--- config.mk ---
export PLATFORM = sky130hd
export DESIGN_NAME = row_shared_exclusive_lock_queue_top
export DESIGN_NICKNAME = d
export VERILOG_FILES = /design/src/rtl/core/rselq_pkg.sv /design/src/rtl/core/row_shared_exclusive_lock_queue_top.sv /design/src/rtl/core/rselq_dp.sv /design/src/rtl/core/rselq_ctrl.sv
export VERILOG_INCLUDE_DIRS = /design/src /design/src/rtl/core
export SDC_FILE = /design/constraint.sdc
export NUM_CORES = 1
export LEC_CHECK = 0
export BUFFER_PORTS_ARGS = -buffer_cell sky130_fd_sc_hd__buf_4
export CORE_MARGIN = 8
export CORE_UTILIZATION = 50
export DETAILED_ROUTE_END_ITERATION = 12
export PLACE_DENSITY = 0.66
export SLEW_MARGIN = 10
export SYNTH_ARGS = -nofsm -noshare
export SYNTH_HDL_FRONTEND = slang
export SYNTH_SLANG_ARGS = --single-unit
--- constraint.sdc ---
create_clock -name clk -period 18.3 [get_ports clk]
set_input_delay 3.66 -clock clk [delete_from_list [all_inputs] [get_ports clk]]
set_output_delay 3.66 -clock clk [all_outputs]
set_load 0.03 [all_outputs]
--- src/rtl/core/row_shared_exclusive_lock_queue_top_defines.svh ---
// ----------------------------------------------------------------------------
// Row lock queue assertion macros
// Shared assertion forms for the lock queue controller and datapath.
// ----------------------------------------------------------------------------
`ifndef ROW_SHARED_EXCLUSIVE_LOCK_QUEUE_TOP_DEFINES_SVH
`define ROW_SHARED_EXCLUSIVE_LOCK_QUEUE_TOP_DEFINES_SVH

// Same-cycle implication, sampled on clk and disabled during reset.
`define RSELQ_ASSERT_NOW(lbl, ante, cons, msg) \
  lbl: assert property (@(posedge clk) disable iff (rst) (ante) |-> (cons)) \
    else $error(msg);

// Next-cycle implication, sampled on clk and disabled during reset.
`define RSELQ_ASSERT_NXT(lbl, ante, cons, msg) \
  lbl: assert property (@(posedge clk) disable iff (rst) (ante) |=> (cons)) \
    else $error(msg);

`endif

--- src/rtl/core/rselq_pkg.sv ---
// ----------------------------------------------------------------------------
// Row lock queue package
// Beat types, codes and controller/datapath interface structs.
// ----------------------------------------------------------------------------
`default_nettype none

package rselq_pkg;

  localparam logic OP_ACQUIRE = 1'b0;
  localparam logic OP_RELEASE = 1'b1;

  localparam logic [2:0] ST_GRANTED    = 3'd0;
  localparam logic [2:0] ST_QUEUED     = 3'd1;
  localparam logic [2:0] ST_ABORTED    = 3'd2;
  localparam logic [2:0] ST_RELEASED   = 3'd3;
  localparam logic [2:0] ST_GRANTED_Q  = 3'd4;
  localparam logic [2:0] ST_NOT_HELD   = 3'd5;
  localparam logic [2:0] ST_TABLE_FULL = 3'd6;

  localparam logic [1:0] MODE_NONE = 2'd0;
  localparam logic [1:0] MODE_SH   = 2'd1;
  localparam logic [1:0] MODE_EX   = 2'd2;

  typedef struct packed {
    logic        opcode;
    logic [15:0] txn_id;
    logic        lock_kind;
    logic        queue_on_conflict;
  } req_t;

  typedef struct packed {
    logic [2:0]  status;
    logic [15:0] result_txn;
    logic        result_kind;
    logic [4:0]  holder_count;
    logic [4:0]  queued_count;
    logic        last;
  } rsp_t;

  typedef struct packed {
    logic load;
    logic acq;
    logic hs_step;
    logic ws_step;
    logic grant;
    logic emit;
  } cmd_t;

  typedef struct packed {
    logic is_release;
    logic hit_h;
    logic ptr_zero;
    logic hit_w;
    logic ws_end;
    logic grant_ok;
  } stat_t;

  function automatic logic conflicts(logic [1:0] mode, logic kind);
    return (mode != MODE_NONE) && ((mode == MODE_EX) || kind);
  endfunction

endpackage

`default_nettype wire

--- src/rtl/core/row_shared_exclusive_lock_queue_top.sv ---
// ----------------------------------------------------------------------------
// Row shared/exclusive lock queue
// Lock manager for one row with an owner table and a FIFO of waiters.
// ----------------------------------------------------------------------------
//  channel   handshake         payload
//  request   start / busy      req    (rselq_pkg::req_t)
//  result    strobe, 1 cycle   rsp    (rselq_pkg::rsp_t)
//
// An acquire goes through decode and the acquire step before its result beat.
// A release scans the H owner entries newest first, then the W waiters, one
// entry per step through the single compare port on each table; a hit ends
// the scan early. Each granted waiter then adds a grant step and a beat.
// Synchronous reset empties both tables; no clearing pass is needed.
// The receiver cannot stall; busy stays high until the last beat is issued.
// ----------------------------------------------------------------------------
`default_nettype none

module row_shared_exclusive_lock_queue_top #(
  parameter int MAX_HOLDERS = 16,
  parameter int MAX_WAITERS = 16,
  parameter int TXN_ID_BITS = 16
) (
  input  wire logic            clk,
  input  wire logic            rst,
  input  wire logic            start,
  input  wire rselq_pkg::req_t req,
  output logic                 busy,
  output logic                 strobe,
  output rselq_pkg::rsp_t      rsp
);

  rselq_pkg::cmd_t  cmd;
  rselq_pkg::stat_t stat;

  rselq_ctrl u_ctrl (
    .clk   (clk),
    .rst   (rst),
    .start (start),
    .stat  (stat),
    .busy  (busy),
    .cmd   (cmd)
  );

  rselq_dp #(
    .MAX_HOLDERS (MAX_HOLDERS),
    .MAX_WAITERS (MAX_WAITERS),
    .TXN_ID_BITS (TXN_ID_BITS)
  ) u_dp (
    .clk    (clk),
    .rst    (rst),
    .req    (req),
    .cmd    (cmd),
    .stat   (stat),
    .strobe (strobe),
    .rsp    (rsp)
  );

endmodule

`default_nettype wire

--- src/rtl/core/rselq_dp.sv ---
// ----------------------------------------------------------------------------
// Row lock queue datapath
// Owner table, waiter FIFO, search pointer, pending result and output beat.
// ----------------------------------------------------------------------------
`default_nettype none

module rselq_dp #(
  parameter int MAX_HOLDERS = 16,
  parameter int MAX_WAITERS = 16,
  parameter int TXN_ID_BITS = 16
) (
  input  wire logic           clk,
  input  wire logic           rst,
  input  wire rselq_pkg::req_t req,
  input  wire rselq_pkg::cmd_t cmd,
  output rselq_pkg::stat_t    stat,
  output logic                strobe,
  output rselq_pkg::rsp_t     rsp
);

  localparam int IDW = (TXN_ID_BITS < 16) ? TXN_ID_BITS : 16;
  localparam int HCW = $clog2(MAX_HOLDERS + 1);
  localparam int WCW = $clog2(MAX_WAITERS + 1);
  localparam int HIW = (MAX_HOLDERS > 1) ? $clog2(MAX_HOLDERS) : 1;
  localparam int WIW = (MAX_WAITERS > 1) ? $clog2(MAX_WAITERS) : 1;
  localparam int MAXQ = (MAX_HOLDERS > MAX_WAITERS) ? MAX_HOLDERS : MAX_WAITERS;
  localparam int PW  = $clog2(MAXQ + 1);

  logic [IDW-1:0] holder_ids [MAX_HOLDERS];
  logic           holder_kinds [MAX_HOLDERS];
  logic [IDW-1:0] waiter_ids [MAX_WAITERS];
  logic           waiter_kinds [MAX_WAITERS];
  logic [HCW-1:0] holder_total;
  logic [WCW-1:0] waiter_total;
  logic [1:0]     mode;
  logic [PW-1:0]  ptr;

  logic           op;
  logic [IDW-1:0] txn;
  logic           kind;
  logic           qmode;

  logic [2:0]     pend_status;
  logic [IDW-1:0] pend_txn;
  logic           pend_kind;

  logic [PW-1:0]  ptr_m1;
  logic [HIW-1:0] rem_h;
  logic [WIW-1:0] rem_w;
  logic           h_full;
  logic           w_full;
  logic           acq_conf;
  logic           acq_hold;
  logic           acq_wait;
  logic           do_rem_h;
  logic           do_rem_w;

  assign ptr_m1 = ptr - PW'(1);
  assign rem_h  = ptr_m1[HIW-1:0];
  assign rem_w  = ptr[WIW-1:0];
  assign h_full = (holder_total == HCW'(MAX_HOLDERS));
  assign w_full = (waiter_total == WCW'(MAX_WAITERS));

  assign stat.is_release = (op == rselq_pkg::OP_RELEASE);
  assign stat.ptr_zero   = (ptr == '0);
  assign stat.hit_h      = (ptr != '0) && (holder_ids[rem_h] == txn);
  assign stat.ws_end     = (ptr >= PW'(waiter_total));
  assign stat.hit_w      = !stat.ws_end && (waiter_ids[rem_w] == txn);
  assign stat.grant_ok   = (waiter_total != '0) && !h_full &&
                           !rselq_pkg::conflicts(mode, waiter_kinds[0]);

  assign acq_conf = rselq_pkg::conflicts(mode, kind) || (qmode && (waiter_total != '0));
  assign acq_hold = cmd.acq && !acq_conf && !h_full;
  assign acq_wait = cmd.acq && acq_conf && qmode && !w_full;
  assign do_rem_h = cmd.hs_step && stat.hit_h;
  assign do_rem_w = cmd.ws_step && stat.hit_w;

  // Table contents carry no reset; only entries below the totals are read.
  always_ff @(posedge clk) begin
    if (do_rem_h) begin
      for (int j = 0; j < MAX_HOLDERS - 1; j++) begin
        if (j >= int'(rem_h)) begin
          holder_ids[j]   <= holder_ids[j+1];
          holder_kinds[j] <= holder_kinds[j+1];
        end
      end
    end
    if (acq_hold) begin
      holder_ids[holder_total[HIW-1:0]]   <= txn;
      holder_kinds[holder_total[HIW-1:0]] <= kind;
    end
    if (cmd.grant) begin
      holder_ids[holder_total[HIW-1:0]]   <= waiter_ids[0];
      holder_kinds[holder_total[HIW-1:0]] <= waiter_kinds[0];
    end
    if (do_rem_w || cmd.grant) begin
      for (int j = 0; j < MAX_WAITERS - 1; j++) begin
        if (cmd.grant || (j >= int'(rem_w))) begin
          waiter_ids[j]   <= waiter_ids[j+1];
          waiter_kinds[j] <= waiter_kinds[j+1];
        end
      end
    end
    if (acq_wait) begin
      waiter_ids[waiter_total[WIW-1:0]]   <= txn;
      waiter_kinds[waiter_total[WIW-1:0]] <= kind;
    end
  end

  always_ff @(posedge clk) begin
    if (rst) begin
      holder_total <= '0;
      waiter_total <= '0;
      mode         <= rselq_pkg::MODE_NONE;
      ptr          <= '0;
      strobe       <= 1'b0;
    end else begin
      strobe <= cmd.emit;
      if (cmd.load) begin
        ptr <= PW'(holder_total);
      end
      if (acq_hold) begin
        holder_total <= holder_total + HCW'(1);
        mode         <= kind ? rselq_pkg::MODE_EX : rselq_pkg::MODE_SH;
      end
      if (acq_wait) begin
        waiter_total <= waiter_total + WCW'(1);
      end
      if (cmd.hs_step) begin
        if (stat.hit_h) begin
          holder_total <= holder_total - HCW'(1);
          if (holder_total == HCW'(1)) begin
            mode <= rselq_pkg::MODE_NONE;
          end
        end else if (!stat.ptr_zero) begin
          ptr <= ptr_m1;
        end
      end
      if (cmd.ws_step) begin
        if (stat.hit_w) begin
          waiter_total <= waiter_total - WCW'(1);
        end else if (!stat.ws_end) begin
          ptr <= ptr + PW'(1);
        end
      end
      if (cmd.grant) begin
        waiter_total <= waiter_total - WCW'(1);
        holder_total <= holder_total + HCW'(1);
        mode         <= waiter_kinds[0] ? rselq_pkg::MODE_EX : rselq_pkg::MODE_SH;
      end
    end
  end

  // Input item, pending result and output beat registers.
  always_ff @(posedge clk) begin
    if (cmd.load) begin
      op          <= req.opcode;
      txn         <= req.txn_id[IDW-1:0];
      kind        <= req.lock_kind;
      qmode       <= req.queue_on_conflict;
      pend_txn    <= req.txn_id[IDW-1:0];
      pend_status <= rselq_pkg::ST_NOT_HELD;
      pend_kind   <= 1'b0;
    end
    if (cmd.acq) begin
      pend_kind <= kind;
      priority if (acq_hold) begin
        pend_status <= rselq_pkg::ST_GRANTED;
      end else if (acq_wait) begin
        pend_status <= rselq_pkg::ST_QUEUED;
      end else if (acq_conf && !qmode) begin
        pend_status <= rselq_pkg::ST_ABORTED;
      end else begin
        pend_status <= rselq_pkg::ST_TABLE_FULL;
      end
    end
    if (do_rem_h) begin
      pend_status <= rselq_pkg::ST_RELEASED;
      pend_kind   <= holder_kinds[rem_h];
    end
    if (do_rem_w) begin
      pend_status <= rselq_pkg::ST_RELEASED;
      pend_kind   <= waiter_kinds[rem_w];
    end
    if (cmd.grant) begin
      pend_status <= rselq_pkg::ST_GRANTED_Q;
      pend_txn    <= waiter_ids[0];
      pend_kind   <= waiter_kinds[0];
    end
    if (cmd.emit) begin
      rsp.status       <= pend_status;
      rsp.result_txn   <= 16'(pend_txn);
      rsp.result_kind  <= pend_kind;
      rsp.holder_count <= 5'(holder_total);
      rsp.queued_count <= 5'(waiter_total);
      rsp.last         <= !stat.is_release || !stat.grant_ok;
    end
  end

`include "row_shared_exclusive_lock_queue_top_defines.svh"

  `RSELQ_ASSERT_NOW(a_holder_bound, 1'b1, holder_total <= HCW'(MAX_HOLDERS), "owner count over limit")
  `RSELQ_ASSERT_NOW(a_waiter_bound, 1'b1, waiter_total <= WCW'(MAX_WAITERS), "waiter count over limit")
  `RSELQ_ASSERT_NOW(a_mode_empty, 1'b1, (mode == rselq_pkg::MODE_NONE) == (holder_total == '0), "mode disagrees with owner count")
  `RSELQ_ASSERT_NOW(a_grant_legal, cmd.grant, stat.grant_ok, "grant issued without a compatible head waiter")

endmodule

`default_nettype wire

--- src/rtl/core/rselq_ctrl.sv ---
// ----------------------------------------------------------------------------
// Row lock queue controller
// Sequences acquire, release search and the grant run over the datapath.
// ----------------------------------------------------------------------------
`default_nettype none

module rselq_ctrl (
  input  wire logic            clk,
  input  wire logic            rst,
  input  wire logic            start,
  input  wire rselq_pkg::stat_t stat,
  output logic                 busy,
  output rselq_pkg::cmd_t      cmd
);

  typedef enum logic [6:0] {
    S_IDLE  = 7'b0000001,
    S_DEC   = 7'b0000010,
    S_ACQ   = 7'b0000100,
    S_HSRCH = 7'b0001000,
    S_WSRCH = 7'b0010000,
    S_EMIT  = 7'b0100000,
    S_GRANT = 7'b1000000
  } state_t;

  state_t state;
  state_t state_next;

  assign busy = (state != S_IDLE);

  always_comb begin
    state_next = state;
    cmd        = '0;
    unique case (state)
      S_IDLE: begin
        if (start) begin
          cmd.load   = 1'b1;
          state_next = S_DEC;
        end
      end
      S_DEC: begin
        state_next = stat.is_release ? S_HSRCH : S_ACQ;
      end
      S_ACQ: begin
        cmd.acq    = 1'b1;
        state_next = S_EMIT;
      end
      S_HSRCH: begin
        cmd.hs_step = 1'b1;
        if (stat.hit_h) begin
          state_next = S_EMIT;
        end else if (stat.ptr_zero) begin
          state_next = S_WSRCH;
        end
      end
      S_WSRCH: begin
        cmd.ws_step = 1'b1;
        if (stat.hit_w || stat.ws_end) begin
          state_next = S_EMIT;
        end
      end
      S_EMIT: begin
        cmd.emit   = 1'b1;
        state_next = (stat.is_release && stat.grant_ok) ? S_GRANT : S_IDLE;
      end
      S_GRANT: begin
        cmd.grant  = 1'b1;
        state_next = S_EMIT;
      end
      default: begin
        state_next = S_IDLE;
      end
    endcase
  end

  always_ff @(posedge clk) begin
    if (rst) begin
      state <= S_IDLE;
    end else begin
      state <= state_next;
    end
  end

`include "row_shared_exclusive_lock_queue_top_defines.svh"

  `RSELQ_ASSERT_NOW(a_state_onehot, 1'b1, $onehot(state), "controller state not one-hot")
  `RSELQ_ASSERT_NXT(a_accept_dec, start && !busy, state == S_DEC, "accepted item did not reach decode")
  `RSELQ_ASSERT_NXT(a_grant_emit, state == S_GRANT, state == S_EMIT, "grant not followed by a result")

endmodule

`default_nettype wire
; Yosys cells after proc, flatten, opt, wreduce, memory -nomap -nowiden
; Memories as Yosys holds them, arrays and structs flattened. A register that Yosys moved wholly into a read port is not among the register bits.
; Cells that the tools add are included.
[totals]
wordCells = 299
memories = 4
output_inout_bits = 33
latch_bits = 0
romBits = 0
reg_bits = 95
ram_bits = 544
inputBits = 22
[memory_table]
columns = name, depth, width, rd, rd_clocked_by_memory_dff, write_ports, line_no
row1 = u_dp.holder_ids, 16, 16, 16, 0, 15, rselq_dp.sv:29  ; logic [IDW-1:0] holder_ids [MAX_HOLDERS];
row2 = u_dp.waiter_ids, 16, 16, 17, 1, 15, rselq_dp.sv:31  ; logic [IDW-1:0] waiter_ids [MAX_WAITERS];
row3 = u_dp.holder_kinds, 16, 1, 16, 0, 15, rselq_dp.sv:30  ; logic holder_kinds [MAX_HOLDERS];
row4 = u_dp.waiter_kinds, 16, 1, 17, 1, 15, rselq_dp.sv:32  ; logic waiter_kinds [MAX_WAITERS];
[op_classes]
multipliers = 0
shift = 0
n_addsub = 6
muxes = 162
n_eq_ne = 17
n_div = 0
bitwise_logic = 2
n_reduce_logical = 58
magnitude_cmp = 31
[ops]
columns = op, n
row1 = $mux 1, 115
row2 = $mux 16, 5
row3 = $mux 5, 15
row4 = $ge 4x4->1 const A, 14
row5 = $pmux 7 s6, 1
row6 = $mux 7, 5
row7 = $eq 16x16->1, 2
row8 = $ge 3x4->1 const A, 8
row9 = $reduce_or 16->1, 2
row10 = $mux 4, 7
row11 = $logic_or 1x1->1, 21
row12 = $mux 3, 7
row13 = $ge 1x4->1 const A, 4
row14 = $ge 2x4->1 const A, 4
row15 = $logic_and 1x1->1, 16
row16 = $add 5x1->5 const B, 3
row17 = $reduce_bool 5->1, 3
row18 = $sub 5x1->5 const B, 3
row19 = $mux 2, 7
row20 = $eq 5x5->1 const B, 2
row21 = $logic_not 1->1, 8
row22 = $eq 7x1->1 const B, 1
row23 = $eq 7x2->1 const B, 1
row24 = $eq 7x3->1 const B, 1
row25 = other kinds (18), 21

; Depth between registers and ports, before layout
[logic_depth]
depth_word = 12
depth_mapped = 20
depth_no_buf = 11

; Cells and area by module
; From an unflattened synthesis, not the netlist that was laid out.
[unflattened]
hier_cells = 2352
area_unflattened_um2 = 31998.2
[modules_own_cells]
columns = module, area_each_um2, instances, seq_area_each_um2, cells_per_inst
row1 = rselq_dp, 31515.2, 1, 18768.0, 2297
row2 = rselq_ctrl, 483.0, 1, 140.1, 55

; Worst setup path after synthesis
; Ideal clock, no wire load.
[synth_path]
kind = register to register
from = register u_dp.ptr[1]
to = memory u_dp.holder_ids[0][0] (netlist bit), enable pin
setup_slack_ns = 11.956
n_path_buf = 7
required_ns = 17.882
stages_incl_launch_ff = 19
setup_ns = 0.418
period_less_slack_ns = 6.344
arrival_time_ns = 5.926
path_cell_list = dfxtp_1 > buf_2 > buf_1 > buf_2 > buf_1 > inv_1 > ha_1 > buf_2 > buf_1 > clkbuf_1 > mux4_2 > mux2i_1 > mux2i_1 > xor2_1 > nor4_1 > nand4_1 > nor3_2 > nand2_1 > o31ai_1
[synth_rtl]
columns = element, line_no
row1 = start: declaration, rselq_dp.sv:36  ; logic [PW-1:0] ptr;
row2 = start signal: assignment, rselq_dp.sv:120  ; ptr <= PW'(holder_total);
row3 = start signal: assignment, rselq_dp.sv:136  ; ptr <= ptr_m1;
row4 = start signal: assignment, rselq_dp.sv:143  ; ptr <= ptr + PW'(1);
row5 = end: declaration, rselq_dp.sv:29

==> key figures <==
Run status
  – Status: completed

Power and ir drop
  – Max IR drop VDD: 0.00005733 V
  – Power per cell area: 87.18 nW/um2
  – Total power: 3.053 mW
  – P_leak: 12.07 nW

Yosys
  – Synth unique cells: 72
  – Async set or reset register ratio after synthesis: 0
  – Cell taking the most area after synthesis: edfxtp_1
  – Syn Std Cell Area: 31,540 um2
  – Post-synthesis register bit count: 639
  – Synth top area cells: edfxtp_1 58%, mux4_2 10%, mux2_2 9.2%
  – Post-Syn Nets: 2,328
  – Main synth FF type: edfxtp_1
  – Synth top area share: 0.5818
  – Mean area per synthesized cell: 13.79 um2
  – Cells after synthesis: 2,286
  – Synthesis Warnings: 0
  – Sequential share of the synthesized area: 0.5996
  – Number of synthesized flops with an enable pin: 611

Die
  – Area of the core: 62,740 um2
  – IO Pins: 55
  – Num rows: 92
  – Die width: 267.1 um
  – Die area: 71,360 um2
  – Die Span Y: 267.1 um
  – Initial Utilization: 0.5027

Timing
  – RSZ-0062 raised after global routing: no
  – Tmin final: 7.578 ns
  – Max-slew violations: 0
  – Final Setup Violations: 0
  – Fmax: 132.0 MHz
  – Max-Slew Margin vs Limit: 0.1979
  – Final period util: 0.4141
  – Setup TNS Final: 0 ns
  – Worst-Margin Slew: 1.196 ns
  – Final hold vios: 0
  – Setup ws final: 10.72 ns
  – Clock Skews: 0.02553 ns

GRT
  – First-pass GRT wire length: 130,500 um
  – Initial antenna violation count: 1
  – Most crowded layer after global routing: met2
  – Gr usage total: 0.2447
  – Met3 GRT Util: 0.06113
  – Largest net degree at the start of global routing: 65
  – Vias in the first global route: 19,460
  – GR Layer Usage met1: 0.3590
  – GRT overflow: 0
  – Met2 capacity usage during global routing: 0.3615

Routing
  – Initial DRC Count: 2,420
  – DRC violations left: 0
  – Initial DRT Pass Iterations: 7
  – Vias: 20,220
  – Routed length per placed instance: 27.65 um
  – Via density: 6.344
  – Drt total wl: 88,130 um
  – Post-route ant nets: 0

CTS
  – Clk slew on worst S/H paths: 0.06 ns
  – CTS tree: yes
  – Hold Buf Count CTS: 0
  – Sinks on Clock Net: 639
  – H-tree depth: 3
  – Post-CTS sizing: 0
  – Setup Fix Bufs, Post-CTS: 0
  – Clock Latency Late Sink: 0.61 ns
  – CTS Buf Count: 69
  – Longest Clk Path Bufs: 3
  – Root Driver: clkbuf_16

Layout
  – Fin nets: 2,329
  – Layout Utilization: 0.5582
  – Commonest cells after routing, fill and taps aside: 611 x edfxtp_1, 367 x nand2_1, 273 x o21ai_0
  – Fraction of layout cells with a size suffix above 1: 0.2826
  – Most common cell after layout, fill and taps aside: edfxtp_1
  – Final cell count without fillers: 3,187
  – Synth-to-layout area growth: 11.04%

Placed design
  – Dpl cells: 3,062
  – Final HPWL from detailed placement: 58,890 um
  – Post-Place Worst Slack: 10.69 ns
  – RD Place Congestion: 0.9375
  – IO Port Bufs: 54

Setup path
  – WP data required: 18.53 ns
  – Critical Path AT: 7.80 ns
  – CP Capture Type: flop
  – Startpoint types: flop
  – CP Max Fanout: 64
  – Crit Path Class: flop to flop

Min path
  – HP Class: flop to flop

Job
  – Total of max-cap violations: 0
Yosys cell counts (5+ instances only):
| cell | number |
|---|---|
| buf_4 | 5 |
| mux4_2 | 140 |
| xor2_1 | 25 |
| nand4_1 | 9 |
| a22o_1 | 5 |
| nand2_1 | 367 |
| buf_1 | 6 |
| or3_1 | 5 |
| mux2_2 | 258 |
| dfxtp_1 | 28 |
| mux2i_1 | 52 |
| o31ai_1 | 7 |
| nor4_1 | 5 |
| ha_1 | 20 |
| clkbuf_1 | 138 |
| a21boi_0 | 18 |
| a21oi_1 | 14 |
| and2_1 | 8 |
| inv_1 | 33 |
| a211o_1 | 10 |
| o21ai_0 | 284 |
| nor3_1 | 18 |
| edfxtp_1 | 611 |
| buf_2 | 21 |
| buf_6 | 8 |
| xnor2_1 | 16 |
| nor2b_1 | 9 |
| a211oi_1 | 6 |
| nand3_1 | 25 |
| nor2_1 | 50 |
| nand2b_1 | 8 |
cell type report:
class | count | area [um2]
tap | 846 | 1059
fill | 5051 | 27720
inverter | 37 | 138.9
clock inverter | 32 | 271.5
sequential | 639 | 18920
antenna | 2 | 5.005
clock buffer | 91 | 1903
timing repair buffer | 108 | 810.8
multi-input combinational | 1432 | 11910
state kept, by name (all words and copies together) (netlist names), 7 cells and up:
signal	cells
u_dp.holder_ids	256
u_dp.waiter_ids	256
u_dp.rsp	31
u_dp.holder_kinds	16
u_dp.pend_txn	16
u_dp.txn	16
u_dp.waiter_kinds	16
u_ctrl.state	7
final timing paths:
| check | cells past startpoint | startpoint | slack, ns | to |
|---|---|---|---|---|
| worst max-delay path | 12 | u_dp.ptr[0] | 10.72 | u_dp.holder_ids[0][7] |
| worst min-delay path | 0 | u_dp.pend_txn[15] | 0.42 | u_dp.rsp[27] |
| worst max register to register | 12 | u_dp.ptr[0] | 10.72 | u_dp.holder_ids[0][7] |
| worst min register to register | 0 | u_dp.pend_txn[15] | 0.42 | u_dp.rsp[27] |
where the power goes:
group          internal [mW]  switching [mW]
Combinational         0.0203          0.0614
Sequential              1.59         0.00972
Clock                  0.789           0.581
metrics by stage:
stage	area [um2]	hold WS, ns
CTS	34990	0.4203
floorplan	31540	0.4003
detailed placement	32810	0.4045
global route	35010	0.4245
global placement	32810	0.4077
finish	35020	0.4160
logic make-up after synthesis:
logic type               Yosys count  synth area share
flip-flops                       639            0.5996
multiplexers                     452            0.2095
AO/OA/AOI/OAI                    388           0.07031
buffers and inverters            215           0.02892
XOR/XNOR                          41           0.01139
adder cells (fa/ha/maj)           20          0.007935
AND/OR/NAND/NOR                  531           0.07241
critical path: stages (launching register included):
cell     delay [ns]
dfxtp_4        0.97
inv_1          0.60
ha_2           0.49
buf_4          0.69
inv_2          0.41
mux4_2         0.55
mux4_2         0.49
xor2_1         0.16
nor4_2         0.21
or3b_4         0.44
nor3_2         0.60
nand2_1        0.55
o31ai_4        0.97
metal layers:
layer  up-vias  wire length, um
met4         0             1994
li1       8713                -
met2      1035            38960
met3       118             9433
met1     10350            37740
met5         -                0
No activity file was read; power rests on OpenSTA's default activity.
